<file path="src/hw/rtl/pli_pkg.sv">
`default_nettype none

package pli_pkg;

   localparam logic [2:0] CMD_APPEND = 3'd0;
   localparam logic [2:0] CMD_INSERT = 3'd1;
   localparam logic [2:0] CMD_REMOVE = 3'd2;
   localparam logic [2:0] CMD_READ   = 3'd3;
   localparam logic [2:0] CMD_CLEAR  = 3'd4;

   localparam logic [1:0] ST_DONE  = 2'd0;
   localparam logic [1:0] ST_RANGE = 2'd1;
   localparam logic [1:0] ST_FULL  = 2'd2;

   typedef struct packed {
      logic [2:0]         cmd;
      logic [5:0]         pos;
      logic signed [15:0] x_in;
      logic signed [15:0] y_in;
   } req_type;

   typedef struct packed {
      logic [1:0]         status;
      logic signed [15:0] x_out;
      logic signed [15:0] y_out;
      logic [6:0]         count;
   } rsp_type;

   typedef struct packed {
      logic ins;
      logic del;
   } cell_ctrl_type;

endpackage

`default_nettype wire

</file>
<file path="src/hw/rtl/pli_cell.sv">
`default_nettype none

module pli_cell #(
   parameter int INDEX      = 0,
   parameter int CNT_W      = 7,
   parameter int COORD_BITS = 16
) (
   input  wire                          clock,
   input  pli_pkg::cell_ctrl_type       ctrl,
   input  wire  [CNT_W-1:0]             lo,
   input  wire  [CNT_W-1:0]             hi,
   input  wire  [2*COORD_BITS-1:0]      new_point,
   input  wire  [2*COORD_BITS-1:0]      left,
   input  wire  [2*COORD_BITS-1:0]      right,
   output logic [2*COORD_BITS-1:0]      q
);
   import pli_pkg::*;

   localparam logic [CNT_W-1:0] IDX = CNT_W'(INDEX);
   localparam logic [CNT_W-1:0] NXT = CNT_W'(INDEX + 1);

   logic [2*COORD_BITS-1:0] q_ff;
   logic [2*COORD_BITS-1:0] q_in;

   always_comb begin
      q_in = q_ff;
      if (ctrl.ins) begin
         if (IDX == lo) begin
            q_in = new_point;
         end else if ((IDX > lo) && (IDX <= hi)) begin
            q_in = left;
         end
      end
      if (ctrl.del) begin
         if ((IDX >= lo) && (NXT < hi)) begin
            q_in = right;
         end
      end
   end

   always_ff @(posedge clock) begin
      q_ff <= q_in;
   end

   assign q = q_ff;

endmodule

`default_nettype wire

</file>
<file path="config.mk">
export PLATFORM = sky130hd
export DESIGN_NAME = pli_cell
export DESIGN_NICKNAME = d
export VERILOG_FILES = /design/src/hw/rtl/pli_pkg.sv /design/src/hw/rtl/pli_cell.sv
export SDC_FILE = /design/constraint.sdc
export NUM_CORES = 1
export LEC_CHECK = 0
export BUFFER_PORTS_ARGS = -buffer_cell sky130_fd_sc_hd__clkbuf_2
export CORE_AREA = 10 10 68 93
export DETAILED_ROUTE_END_ITERATION = 7
export DIE_AREA = 0 0 78 103
export GPL_ROUTABILITY_DRIVEN = 0
export PLACE_DENSITY = 0.84
export SLEW_MARGIN = 20
export SYNTH_ARGS = -nofsm -noshare
export SYNTH_HDL_FRONTEND = slang
export SYNTH_SLANG_ARGS = --single-unit
</file>
<file path="constraint.sdc">
create_clock -name clock -period 2.2 [get_ports clock]
set_input_delay 0.11 -clock clock [delete_from_list [all_inputs] [get_ports clock]]
set_output_delay 0.11 -clock clock [all_outputs]
set_load 0.01 [all_outputs]
</file>
## Word-level counts from Yosys, hierarchy flattened

Cells that the tools add are included.

| storage, ports and cells | value |
|---|---|
| register bits after elaboration | 32 |
| bits of input ports | 113 |
| output and inout bits | 32 |
| word-level logic and storage cells | 13 |

| operators by class | value |
|---|---|
| order comparisons | 4 |
| muxes and demuxes | 5 |
| reduce and logical (&&, ||, !) cells | 3 |

Operators with widths:

| kind | number |
|---|---|
| 32-bit 2-to-1 mux | 5 |
| 1-bit by 7-bit greater-or-equal comparator with 1-bit output (first input constant) | 1 |
| 1-bit by 7-bit greater-than comparator with 1-bit output (first input constant) | 1 |
| 1-bit by 7-bit less-or-equal comparator with 1-bit output (first input constant) | 1 |
| 7-bit zero test | 1 |
| 1-bit by 7-bit less-than comparator with 1-bit output (first input constant) | 1 |
| 1-bit logical AND | 2 |

## Longest topological paths before layout

Gate-level depths: netlist of the first run.

| logic depth | value |
|---|---|
| depth in word-level cells | 7 |
| gate-level depth with buffers | 5 |
| mapped depth without buffers | 3 |

## Least setup slack after synthesis of the first run

No wires, ideal clock.

| timing | value |
|---|---|
| path kind | input -> register |
| start | input lo[3] |
| end | register q_ff[23], in the netlist q[23] |
| setup time | 0.134 ns |
| arrival time | 1.329 ns |
| required time | 2.066 ns |
| slack | 0.737 ns |
| stages on the path | 5 |
| path buffers | 2 |
| cells stage by stage | or4_4 -> buf_6 -> clkbuf_2 -> a2111oi_0 -> a31oi_1 |

| between the ends | value |
|---|---|
| cells in the longest elaborated chain, start to end | 7 |
| elaborated cells between the ends (all ways) | 10 |
| those cells by class | order compare: 2; mux: 5; reduce/logical: 3 |

RTL lines:

| element | RTL line | source |
|---|---|---|
| from (decl) | pli_cell.sv:10 | `input wire [CNT_W-1:0] lo,` |
| 1-bit by 7-bit greater-than comparator with 1-bit output | pli_cell.sv:30 | `end else if ((IDX > lo) && (IDX <= hi)) begin` |
| 1-bit logical AND | pli_cell.sv:30 |  |
| 32-bit 2-to-1 mux | pli_cell.sv:30 |  |
| 32-bit 2-to-1 mux | pli_cell.sv:28 | `if (IDX == lo) begin` |
| 32-bit 2-to-1 mux | pli_cell.sv:27 | `if (ctrl.ins) begin` |
| 32-bit 2-to-1 mux | pli_cell.sv:35 | `if ((IDX >= lo) && (NXT < hi)) begin` |
| 32-bit 2-to-1 mux (*) | pli_cell.sv:34 | `if (ctrl.del) begin` |
| named net q_in[23] | pli_cell.sv:23 | `logic [2*COORD_BITS-1:0] q_in;` |
| to (signal assigned) | pli_cell.sv:42 | `q_ff <= q_in;` |
| to (decl) | pli_cell.sv:22 | `logic [2*COORD_BITS-1:0] q_ff;` |

The timed path passes the listed nets; every way through them passes the cells marked *.

## Final worst setup path of the first run

| timing | value |
|---|---|
| start | input lo[5] |
| end | register q_ff[28], in the netlist q[28] |

Same word-level chain as after synthesis.

==> results.cfg, run 1 <==
[run_status]
status = complete, no violations

[floorplan]
fp.coreArea_um2 = 4690
die_h_um = 103
start_util_pct = 42.3
die_w_um = 78
ios = 145
dieArea_um2 = 8030
row_count = 30

[cells_and_area]
fillers = 470
area_growth_pct = 21.3
diodes = 0
largest_reg_flops = 32
fin_nets = 409
stdcell_area_um2 = 2410
drive_gt1_share_pct = 46.6

[synthesis]
syn_nets = 314
synthCells = 201
synth-edff-count = 0
avgSynthCellArea_um2 = 9.89
synthFlopType = dfxtp_1
synthTopCellsByCount = a31oi_1 (32), dfxtp_1 (32), nand4_1 (32), o21ai_0 (32), a2111oi_0 (28)
synth_largest_area_cell = dfxtp_1
synth_seq_cells = 32
synth_top_area_share_pct = 32.2
ys_warn_count = 0
ys_async_sr_fraction_pct = 0
synth-seq-area-share_pct = 32.2
synth_cell_type_count = 20
syn_area_um2 = 1990
synthTopCellsByArea = dfxtp_1 (32%), a2111oi_0 (12%), a31oi_1 (10%)

[pwr]
power.leakage_nw = 0.956
power_density_nw_per_um2 = 668
ir_drop_mv = 0.402
power_mw = 1.61

[min_path]
holdPathStages = 3
whs_endpoint = q[25]
hold_class = in -> reg
holdCritStartpoint = right[25]

[sta]
setup_viol = 0
worst_pin_slew_ps = 652
max_slew_margin_pct = 56.5
rsz0062_at_grt = no
max_freq_mhz = 618
final_max_slew_viol_count = 0
hold_viol_final = 0
min_period_over_period_pct = 73.5
clock_skew_ps = 0
tns_ps = 0
period_needed_ps = 1620

[setup_path]
rr_endpoint = q[5]
cp-end-kind = flop
startpoint_type = primary input
r2r_cells = 2
r2r-start = q[5]
arrival_ps = 1760
regToRegSetupSlack_ps = 1500
critical_path_class = in -> reg
cp.required_ps = 2340
worstPathMaxFanout = 17

[clock_network]
clk_latency_ps = 270
clk_pin_slew_ps = 70
cts_resized = 0
cts_tree = yes
htreeDepth = 2
post_cts_buffers = 0
cts_num_sinks = 32
cts_hold_buf = 0
cts_root_buffer = clkbuf_8
cts_buffer_depth = 2
numCtsBuffers = 5

[flow_run]
maxCapViolations = 0

[grt]
grt_pass1_wl_mm = 11.0
grt_pass1_vias = 2334
grtUsageTotal_pct = 16.5
grt_max_degree = 40
antenna_found_initial = 0
gr-total-overflow = 0

[detailed_routing]
drt_wl_total_mm = 6.99
drcViolationCount = 0
vias = 2202
drtIter0Drc = 151
drtAntennaViolNets = 0
wl_per_cell_um = 19.4
dr.pass1.iters = 4
vias_per_cell = 6.12

[place]
dpl.hpwl_mm = 4.86
port_buffers = 111
place_area_um2 = 2330
[critical path: stages]
cell,delay (ps)
clkbuf_2,100
or4b_1,760
buf_12,260
a2111oi_0,440
a31oi_1,90
[cells by family (layout without fill, tap and decap cells)]
| kind of cell | count (synthesis) | in the layout | synth area share, % |
|---|---|---|---|
| AOI/OAI and AO/OA | 97 | 97 | 34.4 |
| buffers and inverters | 33 | 128 | 20.7 |
| DFF | 32 | 32 | 32.2 |
| and+or+nand+nor | 39 | 39 | 12.7 |
[placed cells by master (no fill, tap or decap), drive strengths merged]
| master | synthesis | routed |
|---|---|---|
| clkbuf | 19 | 117 |
| a211o | 1 | 1 |
| a2111oi | 32 | 32 |
| buf | 8 | 10 |
| or4b | 2 | 2 |
| or4 | 1 | 1 |
| o21ai | 32 | 32 |
| nor2 | 1 | 1 |
| a31oi | 32 | 32 |
| clkinv | 0 | 1 |
| dfxtp | 32 | 32 |
| nor4 | 2 | 2 |
| nor3 | 1 | 1 |
| nand4 | 32 | 32 |
[area by class of cell]
| class | instances | area, um2 | area share (%) |
|---|---|---|---|
| clock buffers | 6 | 72.6 | 3.01 |
| multi-input cells | 136 | 956 | 39.7 |
| clock inverters | 1 | 5.00 | 0.208 |
| well taps | 64 | 80.1 | 3.32 |
| repair buffers | 121 | 656 | 27.2 |
| flip-flops and latches | 32 | 641 | 26.6 |
[layer usage]
layer | track usage (%) | vias up | wire (um)
met5 | 0 | - | 0
met4 | 6.92 | 0 | 144
met3 | 5.32 | 14 | 536
met2 | 29.7 | 107 | 3760
met1 | 17.2 | 1048 | 2550
li1 | - | 1033 | -
[power by group]
group	switching, mW	internal [mW]	leakage, nW
Sequential	0.0529	0.698	0.266
Clock	0.203	0.215	0.0410
Combinational	0.241	0.201	0.649
Total	0.497	1.11	0.956
[per-stage QoR]
stage	utilization [%]	cells	setup slack, ps	hold slack [ps]
after floorplan	-	201	737	278
after global placement	49.7	353	375	378
after detailed placement	49.7	353	309	391
after CTS	51.4	360	613	99.6
after global routing	51.4	360	451	107
final	51.4	360	582	105
[worst max-delay path by stage]
| stage | start | to | depth (start not counted) |
|---|---|---|---|
| after floorplan | lo[3] | q[23] | 5 |
| after CTS | lo[5] | q[28] | 5 |
| after global placement | lo[5] | q[5] | 5 |
| after global routing | lo[5] | q[15] | 5 |
| final | lo[5] | q[28] | 5 |
| after detailed placement | lo[5] | q[28] | 5 |
No activity file was read; power rests on OpenSTA's default activity.
==> run 2: changes to the inputs <==
--- a/config.mk
+++ b/config.mk
@@ -5,12 +5,13 @@
 export SDC_FILE = /design/constraint.sdc
 export NUM_CORES = 1
 export LEC_CHECK = 0
+export ABC_AREA = 1
 export BUFFER_PORTS_ARGS = -buffer_cell sky130_fd_sc_hd__clkbuf_2
-export CORE_AREA = 10 10 68 93
+export CORE_AREA = 10 10 73 100
 export DETAILED_ROUTE_END_ITERATION = 7
-export DIE_AREA = 0 0 78 103
+export DIE_AREA = 0 0 83 110
 export GPL_ROUTABILITY_DRIVEN = 0
-export PLACE_DENSITY = 0.84
+export PLACE_DENSITY = 0.75
 export SLEW_MARGIN = 20
 export SYNTH_ARGS = -nofsm -noshare
 export SYNTH_HDL_FRONTEND = slang
==> constraint.sdc (replaced) <==
create_clock -name clock -period 1.3 [get_ports clock]
set_input_delay 0.065 -clock clock [delete_from_list [all_inputs] [get_ports clock]]
set_output_delay 0.065 -clock clock [all_outputs]
set_load 0.01 [all_outputs]
==> run 2 against run 1 <==
  * Sequential power is 71% higher
  * Die area up 14%
  * Utilization decreased by 3.3 points
  * Clock skew is the same
  * Routed wire length decreased by 11%
  * Setup slack lost 130 ps
  * Register-to-register slack got worse by 850 ps
  * Cell count rose by 32%
  * Largest cell class unchanged
  * Highest routed layer unchanged
==> results.cfg, run 2 <==
[sta]
fin_ws_ps = 456
period_needed_ps = 844
min_period_over_period_pct = 64.9
final_max_slew_viol_count = 0
clock_skew_ps = 0
max_slew_margin_pct = 76.8
hold_viol_final = 0
worst_pin_slew_ps = 348
setup_viol = 0
tns_ps = 0
whs_ps = 27.4
max_freq_mhz = 1180
rsz0062_at_grt = no

[detailed_routing]
vias = 2188
drcViolationCount = 0
drtIter0Drc = 174
dr.pass1.iters = 4
wl_per_cell_um = 13.0
vias_per_cell = 4.60
drtAntennaViolNets = 0
drt_wl_total_mm = 6.21

[min_path]
hold_class = in -> reg

[setup_path]
r2r-start = q[2]
cp-end-kind = flop
worstPathMaxFanout = 19
regToRegSetupSlack_ps = 650
arrival_ps = 1010
cp.required_ps = 1470
startpoint_type = primary input
path_cells = clkbuf_2, nor2_1, nand2_1, nor2_4, nand3_2, buf_4, nand3_1, nand2_1
cp_common_cell = nand2_1
cp.buffers_inverters = 2
cp_slowest_cell = buf_4
path_depth = 8
cp_top_family = simple AND/OR/NAND/NOR gates
rr_endpoint = q[2]
r2r_cells = 4
critPathLaunch = lo[1]
cp_slowest_stage_delay_ps = 230
critical_path_class = in -> reg
endpoint = q[23]

[synthesis]
ys_async_sr_fraction_pct = 0
synthCells = 303
synth_largest_area_cell = dfxtp_1
synthAdderAreaFrac_pct = 0
synthTopCellsByCount = inv_1 (70), nand2_1 (69), nand3_1 (57), dfxtp_1 (32), nand4_1 (32)
synth_mux_area_share_pct = 0
synthFlopType = dfxtp_1
syn_nets = 416
synth-simple-area-share_pct = 45.0
synth_top_family_by_area = simple AND/OR/NAND/NOR gates
synth_most_common_cell = inv_1
synth_compound_area_share_pct = 0
avgSynthCellArea_um2 = 6.47
synth_top_area_share_pct = 32.7
synth_xor_area_share_pct = 0
syn_area_um2 = 1960
synth_seq_cells = 32
synthTopCellsByArea = dfxtp_1 (33%), nand3_1 (15%), inv_1 (13%)
ys_warn_count = 0
synth_cell_type_count = 14
synth-seq-area-share_pct = 32.7
synth-edff-count = 0

[place]
port_buffers = 111
post-place-ws_ps = 163
place_area_um2 = 2540
dpl.hpwl_mm = 4.76

[floorplan]
dieArea_um2 = 9130
row_count = 32
die_w_um = 83
start_util_pct = 36.0
die_h_um = 110
ios = 145
fp.coreArea_um2 = 5450

[clock_network]
cts_resized = 0
cts_buffer_depth = 2
htreeDepth = 2
cts_root_buffer = clkbuf_8
cts_num_sinks = 32
cts_hold_buf = 0
numCtsBuffers = 5
clk_pin_slew_ps = 70
cts_tree = yes
post_cts_buffers = 0
clk_latency_ps = 270

[cells_and_area]
fin_nets = 521
mostFrequentLayoutCells = clkbuf_2 (111), inv_1 (70), nand2_1 (69), nand3_1 (57)
stdcell_area_um2 = 2620
drive_gt1_share_pct = 34.1
diodes = 0
layout_commonest_cell = clkbuf_2
largest_reg_flops = 32
area_growth_pct = 33.5

[pwr]
p_int_mw = 1.91
power_switching_uw = 898
p_comb_share_pct = 29.2
power.leakage_nw = 1.62
power.share.sequential_pct = 45.4
ir_drop_mv = 0.491
power_mw = 2.81
p_sw_share_pct = 31.9
power_density_nw_per_um2 = 1080
clkPwrFrac_pct = 25.4

[grt]
gr-total-overflow = 0
grt_max_degree = 35
grt_pass1_vias = 2006
grtUsageTotal_pct = 12.7
antenna_found_initial = 0
grt_pass1_wl_mm = 9.75

[run_status]
status = complete, no violations

[flow_run]
maxCapViolations = 0
==> run 2: layout make-up <==
cell class                 instances  area (um2)
clock inverter                     1        5.00
timing repair buffer             122         663
fill                             583        2830
inverter                          70         263
multi-input combinational        177         886
clock buffer                       6        72.6
tap                               68        85.1
sequential                        32         641
==> run 2: how the worst min path moves through the flow <==
stage | start | end | slack [ps] | cells past startpoint
2_1_floorplan | right[10] | q[10] | 220 | 2
3_3_place_gp | right[7] | q[7] | 310 | 3
3_5_place_dp | right[8] | q[8] | 320 | 3
4_1_cts | right[8] | q[8] | 20 | 3
5_1_grt | right[29] | q[29] | 30 | 3
6_report | right[8] | q[8] | 30 | 3
==> run 2: cell families after synthesis <==
logic type,Yosys count
buf+inv,94
simple gates,177
flops,32
==> run 2: worst reg2reg max path: stages, from the launching register on <==
cell	delay, ps
dfxtp_1	320
inv_1	50
nand2_1	40
nand3_1	80
nand2_1	50
==> run 2: metrics by stage <==
step,util (%),instances
floorplan,-,303
global placement,46.6,469
detailed placement,46.6,469
CTS,48.0,476
global route,48.0,476
finish,48.0,476
==> run 2: metal layers <==
metal | up-vias | wire (um) | global-route usage, %
met3 | 6 | 393 | 3.52
met1 | 960 | 2480 | 14.1
met5 | - | 0 | 0
met2 | 67 | 3250 | 22.5
li1 | 1155 | - | -
met4 | 0 | 89 | 4.88
==> run 2: power groups by stage <==
stage	Clock [mW]	Combinational [mW]	Sequential (mW)
after floorplan	0	0.347	1.39
after global placement	0	0.817	1.29
after detailed placement	0	0.832	1.30
after CTS	0.736	0.835	1.28
after global routing	0.784	0.933	1.30
final	0.715	0.820	1.28
